## src/sos_pkg.sv

```systemverilog
// ----------------------------------------------------------------------------
// sos_pkg
// Shared types and constants for the set-of-stacks block with pop-at.
// ----------------------------------------------------------------------------
package sos_pkg;

    localparam int STORE_DEPTH = 64;
    localparam int CNT_W       = $clog2(STORE_DEPTH + 1);
    // width of the pop-at position math: (index + 1) * size
    localparam int MW          = (CNT_W > 14) ? CNT_W : 14;
    localparam int SIZE_W      = 7;
    localparam int VAL_W       = 32;
    localparam int OP_W        = 2;
    localparam int IDX_W       = 6;
    localparam int ST_W        = 2;
    localparam int OUT_CNT_W   = 7;
    localparam int RESET_SIZE  = 4;

    typedef enum logic [OP_W-1:0] {
        OP_PUSH   = 2'd0,
        OP_POP    = 2'd1,
        OP_TOP    = 2'd2,
        OP_POP_AT = 2'd3
    } t_op;

    typedef enum logic [ST_W-1:0] {
        ST_OK       = 2'd0,
        ST_EMPTY    = 2'd1,
        ST_NO_STACK = 2'd2,
        ST_FULL     = 2'd3
    } t_status;

    typedef struct packed {
        logic shift_up;
        logic shift_down;
    } t_cell_ctl;

    typedef struct packed {
        logic              valid;
        logic [CNT_W-1:0]  stacks;
        logic [SIZE_W-1:0] fill;
    } t_split_res;

endpackage

```

## src/set_of_stacks_with_pop_at.sv

```systemverilog
// ----------------------------------------------------------------------------
// set_of_stacks_with_pop_at
// Compacted plate store split into fixed-size stacks; push, pop, top, pop-at.
// ----------------------------------------------------------------------------
// result: strobe o_done rises in the cycle after a word is accepted
// throughput: one word per cycle while o_busy is low; all cells of the chain shift together
// a size write re-splits the store by repeated subtraction in sos_split, with o_busy high
// reset (synchronous): counts cleared, size 4; stored values are not cleared
// the receiver cannot stall: each result is shown for exactly one cycle
module set_of_stacks_with_pop_at import sos_pkg::*; (
    input  logic                        i_clk,
    input  logic                        i_rst_n,
    input  logic                        i_start,
    output logic                        o_busy,
    input  logic [OP_W-1:0]             i_op,
    input  logic signed [VAL_W-1:0]     i_value,
    input  logic [IDX_W-1:0]            i_stack_index,
    input  logic                        i_cfg_we,
    input  logic [SIZE_W-1:0]           i_cfg_data,
    output logic                        o_done,
    output logic [ST_W-1:0]             o_status,
    output logic signed [VAL_W-1:0]     o_read_value,
    output logic [OUT_CNT_W-1:0]        o_element_count,
    output logic [OUT_CNT_W-1:0]        o_stack_count
);

    // cell 0 holds the newest plate, cell held-1 the oldest
    logic signed [VAL_W-1:0] cell_q [STORE_DEPTH];
    t_cell_ctl               cell_ctl [STORE_DEPTH];

    logic [SIZE_W-1:0]       r_size;
    logic [CNT_W-1:0]        r_held;
    logic [CNT_W-1:0]        r_stacks;
    logic [SIZE_W-1:0]       r_fill;
    logic                    r_done;
    logic [ST_W-1:0]         r_status;
    logic signed [VAL_W-1:0] r_rd;

    logic [CNT_W-1:0]        n_held;
    logic [CNT_W-1:0]        n_stacks;
    logic [SIZE_W-1:0]       n_fill;
    logic [ST_W-1:0]         n_status;
    logic signed [VAL_W-1:0] n_rd;

    logic [SIZE_W-1:0]       sz;
    logic [SIZE_W-1:0]       cfg_sz;
    logic                    acc;
    logic                    empty;
    logic                    full;
    logic                    push_ok;
    logic                    remove;
    logic                    k_ok;
    logic [CNT_W-1:0]        h_m1;
    logic [MW-1:0]           pos;
    logic [CNT_W-1:0]        p_cut;
    logic [CNT_W-1:0]        cut;
    logic                    split_busy;
    t_split_res              split_res;

    assign sz     = (r_size == '0) ? SIZE_W'(1) : r_size;
    assign cfg_sz = (i_cfg_data == '0) ? SIZE_W'(1) : i_cfg_data;
    assign acc    = i_start && !o_busy;
    assign empty  = (r_held == '0);
    assign full   = (MW'(r_held) >= MW'(STORE_DEPTH));
    assign h_m1   = r_held - CNT_W'(1);
    assign k_ok   = MW'(i_stack_index) < MW'(r_stacks);
    assign pos    = MW'((MW'(i_stack_index) + MW'(1)) * MW'(sz)) - MW'(1);
    // physical cell of the removed plate, counted from the newest
    assign p_cut  = (pos < MW'(h_m1)) ? CNT_W'(MW'(h_m1) - pos) : '0;

    always_comb begin
        n_status = ST_OK;
        n_rd     = '0;
        push_ok  = 1'b0;
        remove   = 1'b0;
        cut      = '0;
        case (i_op)
            OP_PUSH: begin
                if (full) begin
                    n_status = ST_FULL;
                end else begin
                    push_ok = 1'b1;
                end
            end
            OP_POP: begin
                if (empty) begin
                    n_status = ST_EMPTY;
                end else begin
                    remove = 1'b1;
                end
            end
            OP_TOP: begin
                if (empty) begin
                    n_status = ST_EMPTY;
                end else begin
                    n_rd = cell_q[0];
                end
            end
            OP_POP_AT: begin
                if (!k_ok) begin
                    n_status = ST_NO_STACK;
                end else begin
                    remove = 1'b1;
                    cut    = p_cut;
                end
            end
            default: begin
                n_status = ST_OK;
            end
        endcase
    end

    // incremental split bookkeeping
    always_comb begin
        n_held   = r_held;
        n_stacks = r_stacks;
        n_fill   = r_fill;
        if (push_ok) begin
            n_held = r_held + CNT_W'(1);
            if (empty || r_fill == sz) begin
                n_stacks = r_stacks + CNT_W'(1);
                n_fill   = SIZE_W'(1);
            end else begin
                n_fill = r_fill + SIZE_W'(1);
            end
        end else if (remove) begin
            n_held = h_m1;
            if (h_m1 == '0) begin
                n_stacks = '0;
                n_fill   = '0;
            end else if (r_fill == SIZE_W'(1)) begin
                n_stacks = r_stacks - CNT_W'(1);
                n_fill   = sz;
            end else begin
                n_fill = r_fill - SIZE_W'(1);
            end
        end
    end

    genvar gi;
    generate
        for (gi = 0; gi < STORE_DEPTH; gi++) begin : g_cell
            logic signed [VAL_W-1:0] up_d;
            logic signed [VAL_W-1:0] dn_d;

            if (gi == 0) begin : g_first
                assign up_d = i_value;
            end else begin : g_mid
                assign up_d = cell_q[gi-1];
            end
            if (gi == STORE_DEPTH - 1) begin : g_last
                assign dn_d = '0;
            end else begin : g_inner
                assign dn_d = cell_q[gi+1];
            end

            assign cell_ctl[gi].shift_up   = acc && push_ok;
            assign cell_ctl[gi].shift_down = acc && remove && (CNT_W'(gi) >= cut);

            sos_cell u_cell (
                .i_clk       (i_clk),
                .i_ctl       (cell_ctl[gi]),
                .i_up_data   (up_d),
                .i_down_data (dn_d),
                .o_data      (cell_q[gi])
            );
        end
    endgenerate

    sos_split u_split (
        .i_clk   (i_clk),
        .i_rst_n (i_rst_n),
        .i_start (i_cfg_we),
        .i_size  (cfg_sz),
        .i_held  (r_held),
        .o_busy  (split_busy),
        .o_res   (split_res)
    );

    always_ff @(posedge i_clk) begin
        if (!i_rst_n) begin
            r_size   <= SIZE_W'(RESET_SIZE);
            r_held   <= '0;
            r_stacks <= '0;
            r_fill   <= '0;
            r_done   <= 1'b0;
        end else begin
            r_done <= acc;
            if (i_cfg_we) begin
                r_size <= i_cfg_data;
            end
            if (split_res.valid) begin
                r_stacks <= split_res.stacks;
                r_fill   <= split_res.fill;
            end else if (acc) begin
                r_held   <= n_held;
                r_stacks <= n_stacks;
                r_fill   <= n_fill;
            end
        end
    end

    always_ff @(posedge i_clk) begin
        if (acc) begin
            r_status <= n_status;
            r_rd     <= n_rd;
        end
    end

    assign o_busy          = split_busy;
    assign o_done          = r_done;
    assign o_status        = r_status;
    assign o_read_value    = r_rd;
    assign o_element_count = OUT_CNT_W'(r_held);
    assign o_stack_count   = OUT_CNT_W'(r_stacks);

endmodule

```

## src/sos_cell.sv

```systemverilog
// ----------------------------------------------------------------------------
// sos_cell
// One storage cell of the plate chain: holds, takes its lower or upper neighbor.
// ----------------------------------------------------------------------------
module sos_cell import sos_pkg::*; (
    input  logic                    i_clk,
    input  t_cell_ctl               i_ctl,
    input  logic signed [VAL_W-1:0] i_up_data,
    input  logic signed [VAL_W-1:0] i_down_data,
    output logic signed [VAL_W-1:0] o_data
);

    logic signed [VAL_W-1:0] r_data;
    logic signed [VAL_W-1:0] n_data;

    always_comb begin
        n_data = r_data;
        if (i_ctl.shift_up) begin
            n_data = i_up_data;
        end else if (i_ctl.shift_down) begin
            n_data = i_down_data;
        end
    end

    always_ff @(posedge i_clk) begin
        r_data <= n_data;
    end

    assign o_data = r_data;

endmodule

```

## src/sos_split.sv

```systemverilog
// ----------------------------------------------------------------------------
// sos_split
// Re-splits the held elements under a new size by repeated subtraction.
// ----------------------------------------------------------------------------
module sos_split import sos_pkg::*; (
    input  logic              i_clk,
    input  logic              i_rst_n,
    input  logic              i_start,
    input  logic [SIZE_W-1:0] i_size,
    input  logic [CNT_W-1:0]  i_held,
    output logic              o_busy,
    output t_split_res        o_res
);

    logic              r_busy;
    logic [CNT_W-1:0]  r_rem;
    logic [CNT_W-1:0]  r_stk;
    logic [SIZE_W-1:0] r_size;
    logic              more;

    assign more = MW'(r_rem) > MW'(r_size);

    always_ff @(posedge i_clk) begin
        if (!i_rst_n) begin
            r_busy <= 1'b0;
        end else if (i_start) begin
            r_busy <= 1'b1;
        end else if (r_busy && !more) begin
            r_busy <= 1'b0;
        end
    end

    always_ff @(posedge i_clk) begin
        if (i_start) begin
            r_rem  <= i_held;
            r_stk  <= '0;
            r_size <= i_size;
        end else if (r_busy && more) begin
            // rem above size, so size fits the count width here
            r_rem <= r_rem - CNT_W'(r_size);
            r_stk <= r_stk + CNT_W'(1);
        end
    end

    assign o_busy       = r_busy;
    assign o_res.valid  = r_busy && !more;
    assign o_res.stacks = r_stk + CNT_W'(r_rem != '0);
    assign o_res.fill   = SIZE_W'(r_rem);

endmodule

```

## config.mk

```make
export PLATFORM = sky130hd
export DESIGN_NAME = set_of_stacks_with_pop_at
export DESIGN_NICKNAME = d
export VERILOG_FILES = /design/src/sos_pkg.sv /design/src/set_of_stacks_with_pop_at.sv /design/src/sos_cell.sv /design/src/sos_split.sv
export SDC_FILE = /design/constraint.sdc
export NUM_CORES = 2
export LEC_CHECK = 0
export ABC_AREA = 1
export BUFFER_PORTS_ARGS = -buffer_cell sky130_fd_sc_hd__buf_4
export CORE_ASPECT_RATIO = 0.5
export CORE_MARGIN = 2
export CORE_UTILIZATION = 57
export CTS_CLUSTER_SIZE = 8
export DETAILED_ROUTE_END_ITERATION = 7
export PLACE_DENSITY_LB_ADDON = 0.3
export SYNTH_ARGS = -nofsm -noshare
export SYNTH_HDL_FRONTEND = slang
export SYNTH_HIERARCHICAL = 1
export SYNTH_SLANG_ARGS = --single-unit
```

## constraint.sdc

```tcl
create_clock -name i_clk -period 7.2 [get_ports i_clk]
set_input_delay 0.72 -clock i_clk [delete_from_list [all_inputs] [get_ports i_clk]]
set_output_delay 0.72 -clock i_clk [all_outputs]
set_load 0.02 [all_outputs]
```

==> flow_summary.ini <==
[status]
status = finished, final reports clean

[clock_tree]
clock-sinks = 2133
clk_latency_ns = 0.84
cts_hold_buf = 0
cts_tree = built
clk_pin_slew_ns = 0.05
cts_setup_buffers = 0
cts_resized = 0
root_buffer = clkbuf_16
numCtsBuffers = 308
htreeDepth = 5
clock_path_buffers = 4

[grt]
grt_max_degree = 192
antenna_found_initial = 1
grt_overflow_total = 0
grt_pass1_vias = 67000
grt_pass1_wl_um = 351000
grt_usage_pct = 24.4

[worst_setup_path]
r2r_cells = 31
start_kind = flip-flop
critPathMaxStageDelay_ns = 0.51
crit_type = reg2reg
endpoint_kind = flip-flop
crit_required_ns = 7.73
cp-startpoint = r_size[2]
r2r_start = r_size[2]
timing.rr.end = g_cell[41].u_cell/o_data[16]
path_max_fanout = 32
crit_path_frequent_cell = nand2_1
r2r_slack_ns = 0.93
critical-path-slowest-cell = fa_1
cp_data_arrival_time_ns = 6.80

[logic_synthesis]
syn-cell-area_mm2 = 0.0986
synth_edf_count = 2096
syn_area_per_cell_um2 = 9.79
ys_ff_latch = 2133
synth_ff_type = edfxtp_1
ys_types = 56
yosysTopAreaCell = edfxtp_1
yosys_warnings = 6
seq_area_frac_synth_pct = 64.6
synth_top_area_share_pct = 63.9
synthTopCellsByArea = edfxtp_1 64%, nand2_1 25%, buf_6 2.9%
synthTopCellsByCount = 6443 x nand2_1, 2096 x edfxtp_1, 257 x buf_6
syn_inst = 10100
async_flop_share_pct = 0
synth_most_common_cell = nand2_1

[drt]
wl_um = 217000
vias_per_cell = 5.42
num_vias = 67800
wl_per_cell_um = 17.3
ant_nets = 0
drc = 0
drtIter0Drc = 6745
drtPass1Iterations = 8

[floorplan]
core_mm2 = 0.171
io_pins = 101
rows = 107
initial_core_util_pct = 57.6
die_h_um = 298
die_area_mm2 = 0.176
die_x_um = 592

[min_path]
worst_hold_path_type = in2reg
worstHoldStart = i_cfg_data[5]
min_to = u_split/r_size[5]
min_path_cells = 1

[sta]
drv_slew = 0
setup_viol = 0
timing.final.crit_share_pct = 87.0
setup_tns_ns = 0
max_freq_mhz = 160
setup_slack_ns = 0.934
hold_violations = 0
fin_crit_ns = 6.27
max-slew-margin-rel_pct = 24.4
hold_ws_ns = 0.155
fin_skew_ns = 0.0502
rsz0062_at_grt = false
worstMarginPinSlew_ns = 1.13

[power]
finalPower_mw = 33.3
cellLeakagePower_nw = 46.9
p_per_area_mw_per_mm2 = 308
ir_drop_mv = 0.184

[placement]
gp_congestion = 0.847
dp_slack_ns = 0.187
post-dp-hpwl_um = 142000
portBuffers = 100
placed_cells = 12200

[layout]
fillers = 13600
fin_cells = 12500
final_nets = 10300
drive_above_1_share_pct = 7.55
syn_to_final_growth_pct = 9.57

[flow_run]
drv_cap = 0
placed cells by master (no fill, tap or decap), types with 32 or more instances in the layout:
| cell | netlist | routed |
|---|---|---|
| clkbuf_16 | 0 | 311 |
| nor2_1 | 162 | 160 |
| conb_1 | 1 | 32 |
| buf_4 | 193 | 185 |
| buf_12 | 0 | 77 |
| ha_1 | 77 | 77 |
| dfxtp_1 | 37 | 37 |
| nand3_1 | 82 | 82 |
| a21oi_1 | 69 | 69 |
| o21ai_0 | 48 | 48 |
| edfxtp_1 | 2096 | 2096 |
| or2_2 | 67 | 67 |
| inv_1 | 237 | 237 |
| inv_4 | 64 | 64 |
| nand2_1 | 6443 | 6443 |
power breakdown:
| part | switching (mW) | total [mW] | internal (mW) |
|---|---|---|---|
| clock | 4.88 | 12.5 | 7.58 |
| sequential | 0.727 | 16.2 | 15.5 |
| combinational | 3.13 | 4.62 | 1.49 |
through the flow:
stage | instance area [µm²] | util, %
global route | 108000 | 63.2
detailed placement | 100000 | 58.5
global placement | 100000 | 58.5
finish | 108000 | 63.2
floorplan | 98700 | -
CTS | 108000 | 63.2
layout make-up:
type                    count  area (µm²)  share of cell area, %
inverters                 312        1330                   1.23
clock inverters            13         154                  0.143
multi-input cells        7173       29200                   27.0
diodes                      1        2.50                0.00232
flip-flops and latches   2133       63700                   59.0
well taps                2289        2860                   2.65
clock buffers             322        7820                   7.24
repair buffers            262        2930                   2.71
cell families after synthesis:
logic type	share of synthesized area (%)
other cells	0.00380
xor+xnor	0.320
flops	64.6
compound gates	0.898
simple gates	26.7
buf+inv	5.89
fa+ha+maj	1.61
layer usage:
| layer | vias to the layer above | global-route usage [%] | wire (µm) |
|---|---|---|---|
| li1 | 32400 | - | - |
| met4 | 0 | 5.61 | 3970 |
| met1 | 32700 | 37.1 | 101000 |
| met2 | 2340 | 37.2 | 96900 |
| met5 | - | 0 | 0 |
| met3 | 308 | 3.59 | 14500 |
worst max-delay path, delay by kind of cell, from the launching register on:
family | cells | cell delay (ns)
buf+inv | 5 | 0.69
fa+ha+maj | 5 | 2.11
flops | 1 | 0.46
xor+xnor | 1 | 0.21
simple gates | 19 | 2.23
compound gates | 1 | 0.23
worst max path at each step:
stage / endpoint / slack (ns)
floorplan: g_cell[61].u_cell/o_data[0] / 0.87
global placement: g_cell[41].u_cell/o_data[10] / 0.16
detailed placement: g_cell[41].u_cell/o_data[8] / 0.19
CTS: g_cell[41].u_cell/o_data[16] / 0.83
global route: g_cell[41].u_cell/o_data[16] / 0.30
finish: g_cell[41].u_cell/o_data[16] / 0.93
sequential cells by signal (all words and copies together) (netlist names), 2 cells and up:
register	cells
o_read_value	32
u_split/r_size	7
r_fill	7
r_size	7
o_stack_count	7
u_split/r_stk	7
u_split/r_rem	7
o_element_count	7
g_cell.u_cell/o_data	2048
o_status	2
No activity file was read; power rests on OpenSTA's default activity.
